### config.mk
export PLATFORM = sky130hd
export DESIGN_NAME = aesm_key_ram
export DESIGN_NICKNAME = d
export VERILOG_FILES = /design/src/sv/aesm_key_ram.sv
export SDC_FILE = /design/constraint.sdc
export NUM_CORES = 1
export LEC_CHECK = 0
export BUFFER_PORTS_ARGS = -buffer_cell sky130_fd_sc_hd__buf_2
export CAP_MARGIN = 10
export CORE_MARGIN = 1.5
export CORE_UTILIZATION = 45
export DETAILED_ROUTE_END_ITERATION = 10
export PLACE_DENSITY_LB_ADDON = 0.05
export SLEW_MARGIN = 20
export SYNTH_ARGS = -nofsm -noshare
export SYNTH_HDL_FRONTEND = slang
export SYNTH_SLANG_ARGS = --single-unit
export TNS_END_PERCENT = 1
### constraint.sdc
create_clock -name clk -period 26.2 [get_ports clk]
set_input_delay 5.24 -clock clk [delete_from_list [all_inputs] [get_ports clk]]
set_output_delay 5.24 -clock clk [all_outputs]
set_load 0.005 [all_outputs]
### src/sv/aesm_key_ram.sv
// round key memory, 128-bit words, one write and one registered read port
module aesm_key_ram #(
  parameter int unsigned DEPTH = 11
) (
  input  logic                     clk,
  input  logic                     we,
  input  logic [$clog2(DEPTH)-1:0] waddr,
  input  logic [127:0]             wdata,
  input  logic [$clog2(DEPTH)-1:0] raddr,
  output logic [127:0]             rdata
);
  logic [127:0] mem [DEPTH];
  always_ff @(posedge clk) begin
    if (we) mem[waddr] <= wdata;
    rdata <= mem[raddr];
  end
endmodule

* Word level (Yosys, flattened, before mapping)
Memory sizes are Yosys's and may differ from the RTL's. A register that Yosys moved wholly into a read port is not among the register bits.
Cells that the tools add are included.
** Storage, ports and cells
- Register bits :: 0
- Latch bits :: 0
- RAM bits :: 1408
- Memory bits (read-only) :: 0
- Logic and storage cells :: 3
- Memories kept :: 1
** Operators by class
- Add/sub/neg operators :: 0
- Multiply operators :: 0
- Divide/modulo/power cells :: 0
- Order comparisons :: 0
- Eq/ne operators :: 0
- Shift operators :: 0
- Multiplexer cells :: 2
- Bitwise gates (word level) :: 0
- Reductions and logical operators :: 0
** Memory list
- mem :: depth 11, bits a word 128, read ports 1, clocked after Yosys merged registers in 1, write ports 1, line 12 : logic [127:0] mem [DEPTH];
** Operators by type and width (number)
- 1-bit two-way mux :: 2

* Logic depth before layout (Yosys ltp)
Gate-level depths: netlist of run 1.
- Depth after elaboration :: 2
- Mapped depth :: 6
- Gate-level depth less buffers :: 3

* Worst setup path after synthesis of run 1
Ideal clock, no wire load.
- Path kind :: input to register
- Start point :: input waddr[3]
- End point :: memory mem[0][0] (enable)
- Setup time :: 774 ps
- Arrival :: 14394 ps
- Slack :: 11032 ps
- Cell stages on the path :: 2
- Cells stage by stage :: or3b_2 nor3_1
** RTL lines
- from (decl) :: line 7 : input logic [$clog2(DEPTH)-1:0] waddr,
- to (decl) :: line 12
Straight into the memory's write port.

* Worst setup path in the final report of run 1
- Start point :: input waddr[3]
- End point :: memory mem[5][12] (enable)
Straight into the memory's write port.

==> results of run 1 <==
[kinds of logic after synthesis]
| family | synth area share, % |
|---|---|
| buffers and inverters | 1.707 |
| flip-flops | 78.04 |
| AO/OA/AOI/OAI | 6.689 |
| AND/OR/NAND/NOR | 1.577 |
| multiplexers | 11.99 |
[power groups by stage]
stage / Sequential, mW / Clock [mW] / Combinational [mW]
after floorplan: 2.81 / 0 / 0.144
after global placement: 2.81 / 0 / 0.256
after detailed placement: 2.81 / 0 / 0.262
after CTS: 2.76 / 2.30 / 0.263
after global routing: 2.76 / 2.39 / 0.281
final: 2.76 / 2.25 / 0.258
[through the flow]
stage	instances	power [mW]	setup slack [ps]	area, um2
finish	5114	5.264	17920	65820
detailed placement	4803	3.073	17040	60490
global route	5108	5.435	17730	65810
floorplan	3021	2.957	11030	57460
CTS	5104	5.320	17860	65800
global placement	4803	3.064	17120	60490
[sequential cells by signal (all words and copies together), names as in the netlist]
name	cells
rdata	128
mem	1408
[cell type report]
type / instances / area (um2) / share of cell area, %
clock buffers: 247 / 4853 / 7.373
repair buffers: 316 / 1839 / 2.794
diodes: 10 / 25.02 / 0.03802
flip-flops and latches: 1536 / 44840 / 68.13
well taps: 1650 / 2064 / 3.136
clock inverters: 54 / 456.7 / 0.6938
multi-input cells: 1301 / 11740 / 17.84
[layer usage]
metal	vias to the layer above	track usage (%)	share of wire, %
met2	591	35.42	49
met3	242	4.447	5.1
met5	-	0	0.16
li1	12800	-	-
met4	34	5.725	2.2
met1	14960	27.43	43
[path summary, 6_finish.rpt]
check,to,slack [ps],cells past startpoint
min,rdata[96]$_DFF_P_,560,3
max reg2reg,rdata[5]$_DFF_P_,25000,3
max,mem[5][12]$_DFFE_PP_,17920,6
min reg2reg,rdata[96]$_DFF_P_,560,3
[worst max-delay path: cells and delay by family]
family | cells | cell delay, ps
buf+inv | 4 | 2260
simple gates | 2 | 1020
[cells in the final DEF (no fill, tap or decap), types with 3 or more instances in the layout]
cell and n:
a22o_1 128, mux2_2 384, edfxtp_1 1408, clkbuf_8 31, clkinv_1 17, buf_2 262, nor3_2 3, o31ai_1 128
clkinvlp_4 4, o22ai_1 128, nor2_4 9, diode_2 10, o211ai_1 128, nand2b_1 130, bufinv_16 7, mux2i_1 256
buf_4 43, dfxtp_1 128, buf_12 8, buf_8 3, clkbuf_1 46, clkinv_2 22, clkbuf_16 170
==> results.yml, run 1 <==
outcome:
  status: "completed"
sta:
  period_needed_ps: 8281
  clock_skew_ps: 20.34
  fin_crit_sh_pct: 31.61
  tightest_slew_ps: 1117
  fin_setup_tns_ps: 0
  finalMaxSlewViolations: 0
  hold_violations: 0
  fmax_mhz: 120.8
  whs_ps: 563.5
  rsz0062_at_grt: "no"
  slew_headroom_pct: 25.54
  setup_viol: 0
critical_path:
  critPathLaunch: "waddr[3]"
  crit_arrival_ps: 8660
  path_cells: "buf_2, nand3b_1, nor2_4, buf_4, buf_4, buf_4"
  max_stage_delay_ps: 800
  cp.required_ps: 26570
  cp-start-kind: "input pin"
  reg2reg_from: "mem[6][5]$_DFFE_PP_"
  cp-end-kind: "register"
  setup.worst_path.class: "input pin to register"
  cp_slowest_cell: "buf_4"
  path_common_cell: "buf_4"
  cp_max_fo: 44
floorplan:
  ioPinCount: 266
  dieArea_mm2: 0.1298
  rows: 130
  core_mm2: 0.1262
  start_util_pct: 45.52
  die_h_um: 360.3
  die_w_um: 360.3
layout:
  layout-drive-gt1-share_pct: 27.62
  fin_util_pct: 52.15
  area_growth_pct: 14.55
  nets: 3456
  nFillCells: 10070
power:
  peakVddDrop_mv: 0.07004
  switching_power_mw: 1.083
  combPwrFrac_pct: 4.9
  pwr-share-seq_pct: 52.4
  swShare_pct: 20.58
  p_leak_nw: 22.17
  power_density_mw_per_mm2: 79.97
  p_int_mw: 4.181
  clkPwrFrac_pct: 42.7
clock_tree:
  cts_buffers: 163
  cts_setup_buffers: 0
  cts_hold_buffers: 0
  clk_pin_slew_ps: 60
  insertion_delay_ps: 760
  h-tree-depth: 4
  cts.sinks: 1536
  clock_path_buffers: 3
  cts_tree: "done"
  ctsResizeCount: 0
  cts-root-buf: "clkbuf_16"
synth:
  seq_area_frac_synth_pct: 78.04
  syn_avg_cell_area_um2: 19.02
  syn_area_mm2: 0.05746
  syn_inst: 3021
  yosysTopAreaCell: "edfxtp_1"
  synthMostInstantiatedCell: "edfxtp_1"
  synth_top_area_share_pct: 73.58
  ys_top_cells_by_area: "edfxtp_1 74%, mux2_2 7.5%, dfxtp_1 4.5%"
  yosys_warnings: 0
  ys_seq_elements: 1536
  synthTopCellsByCount: "1408 x edfxtp_1, 384 x mux2_2, 256 x mux2i_1"
  synth_nets: 3159
  synth-edff-count: 1408
  async_flop_share_pct: 0
  synthFlopType: "edfxtp_1"
  yosysUniqueCellTypes: 20
placed_design:
  gp_congestion: 0.7321
  dpl.hpwl_mm: 66.16
  portBuffers: 265
routing:
  via_per_inst: 5.599
  wl_mm: 136.0
  antenna_left: 0
  routedWlPerCell_um: 26.58
  dr.pass1.iters: 5
  drt_first_iter_violations: 2205
  dr_total_vias: 28630
  remaining_drc_errors: 0
global_routing:
  grt_overflow: 0
  grt_pass1_wl_mm: 199.3
  track_usage_pct: 20.96
  antenna_found_initial: 35
  grt_max_degree: 126
  grt_pass1_vias: 29760
worst_hold_path:
  min_from: "mem[10][96]$_DFFE_PP_"
  holdCritPathClass: "register to register"
job:
  max_cap_violations: 0
Note: power is estimated with default switching activity, not from simulation.
==> run 2, diff against run 1 <==
- ABC_AREA: unset -> 1
- clock period: 26.2 -> 7.65 ns (I/O delays scaled with it)
==> run 2 against run 1 <==
Compared with the run above: flip-flop and latch count did not move; first-iteration DRC count grew 18%; synthesized area increased by 6.0%; die area increased by 5.9%; hold slack worse by 91 ps; critical path type unchanged; critical endpoint is now rdata[102]$_DFF_P_; largest cell class unchanged; largest power group unchanged.
==> results.yml, run 2 <==
outcome:
  status: "completed"
global_routing:
  antenna_found_initial: 32
  grt_overflow: 0
  grt_pass1_wl_mm: 228.5
  grt_pass1_vias: 35720
  grt_max_degree: 182
  track_usage_pct: 22.44
critical_path:
  worst-path-buf-inv: 3
  cp-start-kind: "input pin"
  max_stage_delay_ps: 870
  crit_arrival_ps: 4210
  cp.required_ps: 8300
  crit_family: "buffers and inverters"
  setup.worst_path.class: "input pin to register"
  cp_max_fo: 181
  rr_worst_depth: 6
  path_cells: "buf_8, inv_8, buf_12, nand2_1, nand3_1, nand3_1, nand3_1, nand2_1"
  cp-end-kind: "register"
  cp_slowest_cell: "inv_8"
  path_common_cell: "nand3_1"
  cp.depth: 8
layout:
  layout_commonest_cell: "nand2_1"
  layout_common_cells: "1668 x nand2_1, 1408 x edfxtp_1, 899 x nand3_1, 772 x inv_1, 261 x buf_2"
  multi_input_area_mm2: 0.01185
  layout-drive-gt1-share_pct: 9.845
  top_regs: "mem x1408, rdata x128"
  largest-register: "mem"
  largest_reg_flops: 1408
  nFillCells: 11640
  regArea_mm2: 0.04484
  area_growth_pct: 13.29
  nets: 5633
routing:
  dr_total_vias: 37070
  drt_first_iter_violations: 2607
  antenna_left: 0
  dr.pass1.iters: 5
  remaining_drc_errors: 0
  routedWlPerCell_um: 20.63
  via_per_inst: 5.006
  wl_mm: 152.8
synth:
  syn_avg_cell_area_um2: 11.49
  synth_top_area_share_pct: 69.42
  synthMostInstantiatedCell: "nand2_1"
  syn_inst: 5300
  yosys_warnings: 0
  yosysUniqueCellTypes: 12
  yosysTopAreaCell: "edfxtp_1"
  synthFlopType: "edfxtp_1"
  async_flop_share_pct: 0
  ys_top_cells_by_area: "edfxtp_1 69%, nand2_1 10%, nand3_1 7.4%"
  synthTopCellsByCount: "1668 x nand2_1, 1408 x edfxtp_1, 899 x nand3_1"
  synth_nets: 5438
  syn_area_mm2: 0.06090
  synth-edff-count: 1408
  seq_area_frac_synth_pct: 73.63
  ys_seq_elements: 1536
sta:
  fmax_mhz: 281.0
  slew_headroom_pct: 26.46
  period_needed_ps: 3559
  clock_skew_ps: 18.23
  setup_viol: 0
  rsz0062_at_grt: "no"
  fin_crit_sh_pct: 46.52
  tightest_slew_ps: 1103
  hold_violations: 0
  finalMaxSlewViolations: 0
  whs_ps: 472.1
  layout_setup_ws_ps: 4091
power:
  power_density_mw_per_mm2: 262.2
  peakVddDrop_mv: 0.2085
  power.total_mw: 18.09
  p_leak_nw: 28.00
floorplan:
  core_mm2: 0.1340
  dieArea_mm2: 0.1376
  rows: 134
  die_h_um: 370.9
  die_w_um: 370.9
  start_util_pct: 45.46
  ioPinCount: 266
placed_design:
  dpl.hpwl_mm: 67.65
  place_ws_ps: 3343
  gp_congestion: 0.7368
  portBuffers: 265
clock_tree:
  cts_hold_buffers: 0
  cts_setup_buffers: 0
  clock_path_buffers: 3
  cts_buffers: 161
  ctsResizeCount: 0
  cts-root-buf: "clkbuf_16"
  h-tree-depth: 4
  cts.sinks: 1536
  cts_tree: "done"
  insertion_delay_ps: 760
  clk_pin_slew_ps: 60
worst_hold_path:
  holdCritPathClass: "register to register"
  whs_path_depth: 2
job:
  max_cap_violations: 0
## run 2: cell types whose count changed in the layout (fill, tap and decap cells not counted), sizes merged, moves of 3 or more
cell | previous run | this run
mux2i | 256 | 0
mux2 | 384 | 0
o22ai | 128 | 0
inv | 2 | 781
nand2 | 2 | 1668
nand2b | 131 | 0
clkinv | 41 | 30
a22o | 128 | 0
nor3 | 3 | 0
o31ai | 128 | 0
nand3 | 0 | 899
clkbuf | 247 | 251
## run 2: where the power goes
group / leakage (nW) / internal [mW] / switching [mW]
Clock: 2.54 / 4.52 / 3.13
Sequential: 13.8 / 9.39 / 0.0755
Combinational: 11.7 / 0.281 / 0.694
## run 2: per-stage QoR
step / utilization, % / instances / TNS, ps / area (um2)
after floorplan: - / 5300 / -4354 / 60900
after global placement: 47.61 / 7100 / 0 / 63780
after detailed placement: 47.61 / 7100 / 0 / 63780
after CTS: 51.49 / 7395 / 0 / 68970
after global routing: 51.49 / 7398 / 0 / 68980
final: 51.50 / 7405 / 0 / 68990
## run 2: worst paths after layout
kind / start / end / slack [ps]
max: raddr[0] / rdata[102]$_DFF_P_ / 4090
min: mem[10][67]$_DFFE_PP_ / rdata[67]$_DFF_P_ / 470
max reg2reg: mem[0][25]$_DFFE_PP_ / rdata[25]$_DFF_P_ / 6610
min reg2reg: mem[10][67]$_DFFE_PP_ / rdata[67]$_DFF_P_ / 470
## run 2: cells by family (layout without fill, tap and decap cells)
logic type	count (synthesis)	count (layout)	share of synthesized area, %
flops	1536	1536	73.63
simple gates	2578	2578	17.74
buf+inv	1058	1385	7.057
other cells	0	10	0
compound gates	128	128	1.578
## run 2: layer usage
layer	track usage (%)	part of all wire, %	vias to the layer above
li1	-	-	18040
met1	30.07	44	17940
met2	37.27	48	800
met3	4.078	5.4	264
met4	6.695	2.4	24
met5	0	0.098	-
## run 2: layout make-up
cell class / instances / share of cell area, %
Multi-Input combinational cell: 2706 / 17.17
Timing Repair Buffer: 314 / 2.811
Antenna cell: 10 / 0.03627
Clock inverter: 44 / 0.5876
Clock buffer: 251 / 6.938
Sequential cell: 1536 / 64.99
Inverter: 776 / 4.258
Tap cell: 1768 / 3.206
## run 2: tightest hold or removal path: cells and delay by family, from the launching register on
| family | cells | cell delay, ps |
|---|---|---|
| AND/OR/NAND/NOR | 1 | 60 |
| flip-flops | 1 | 320 |
| AO/OA/AOI/OAI | 1 | 70 |
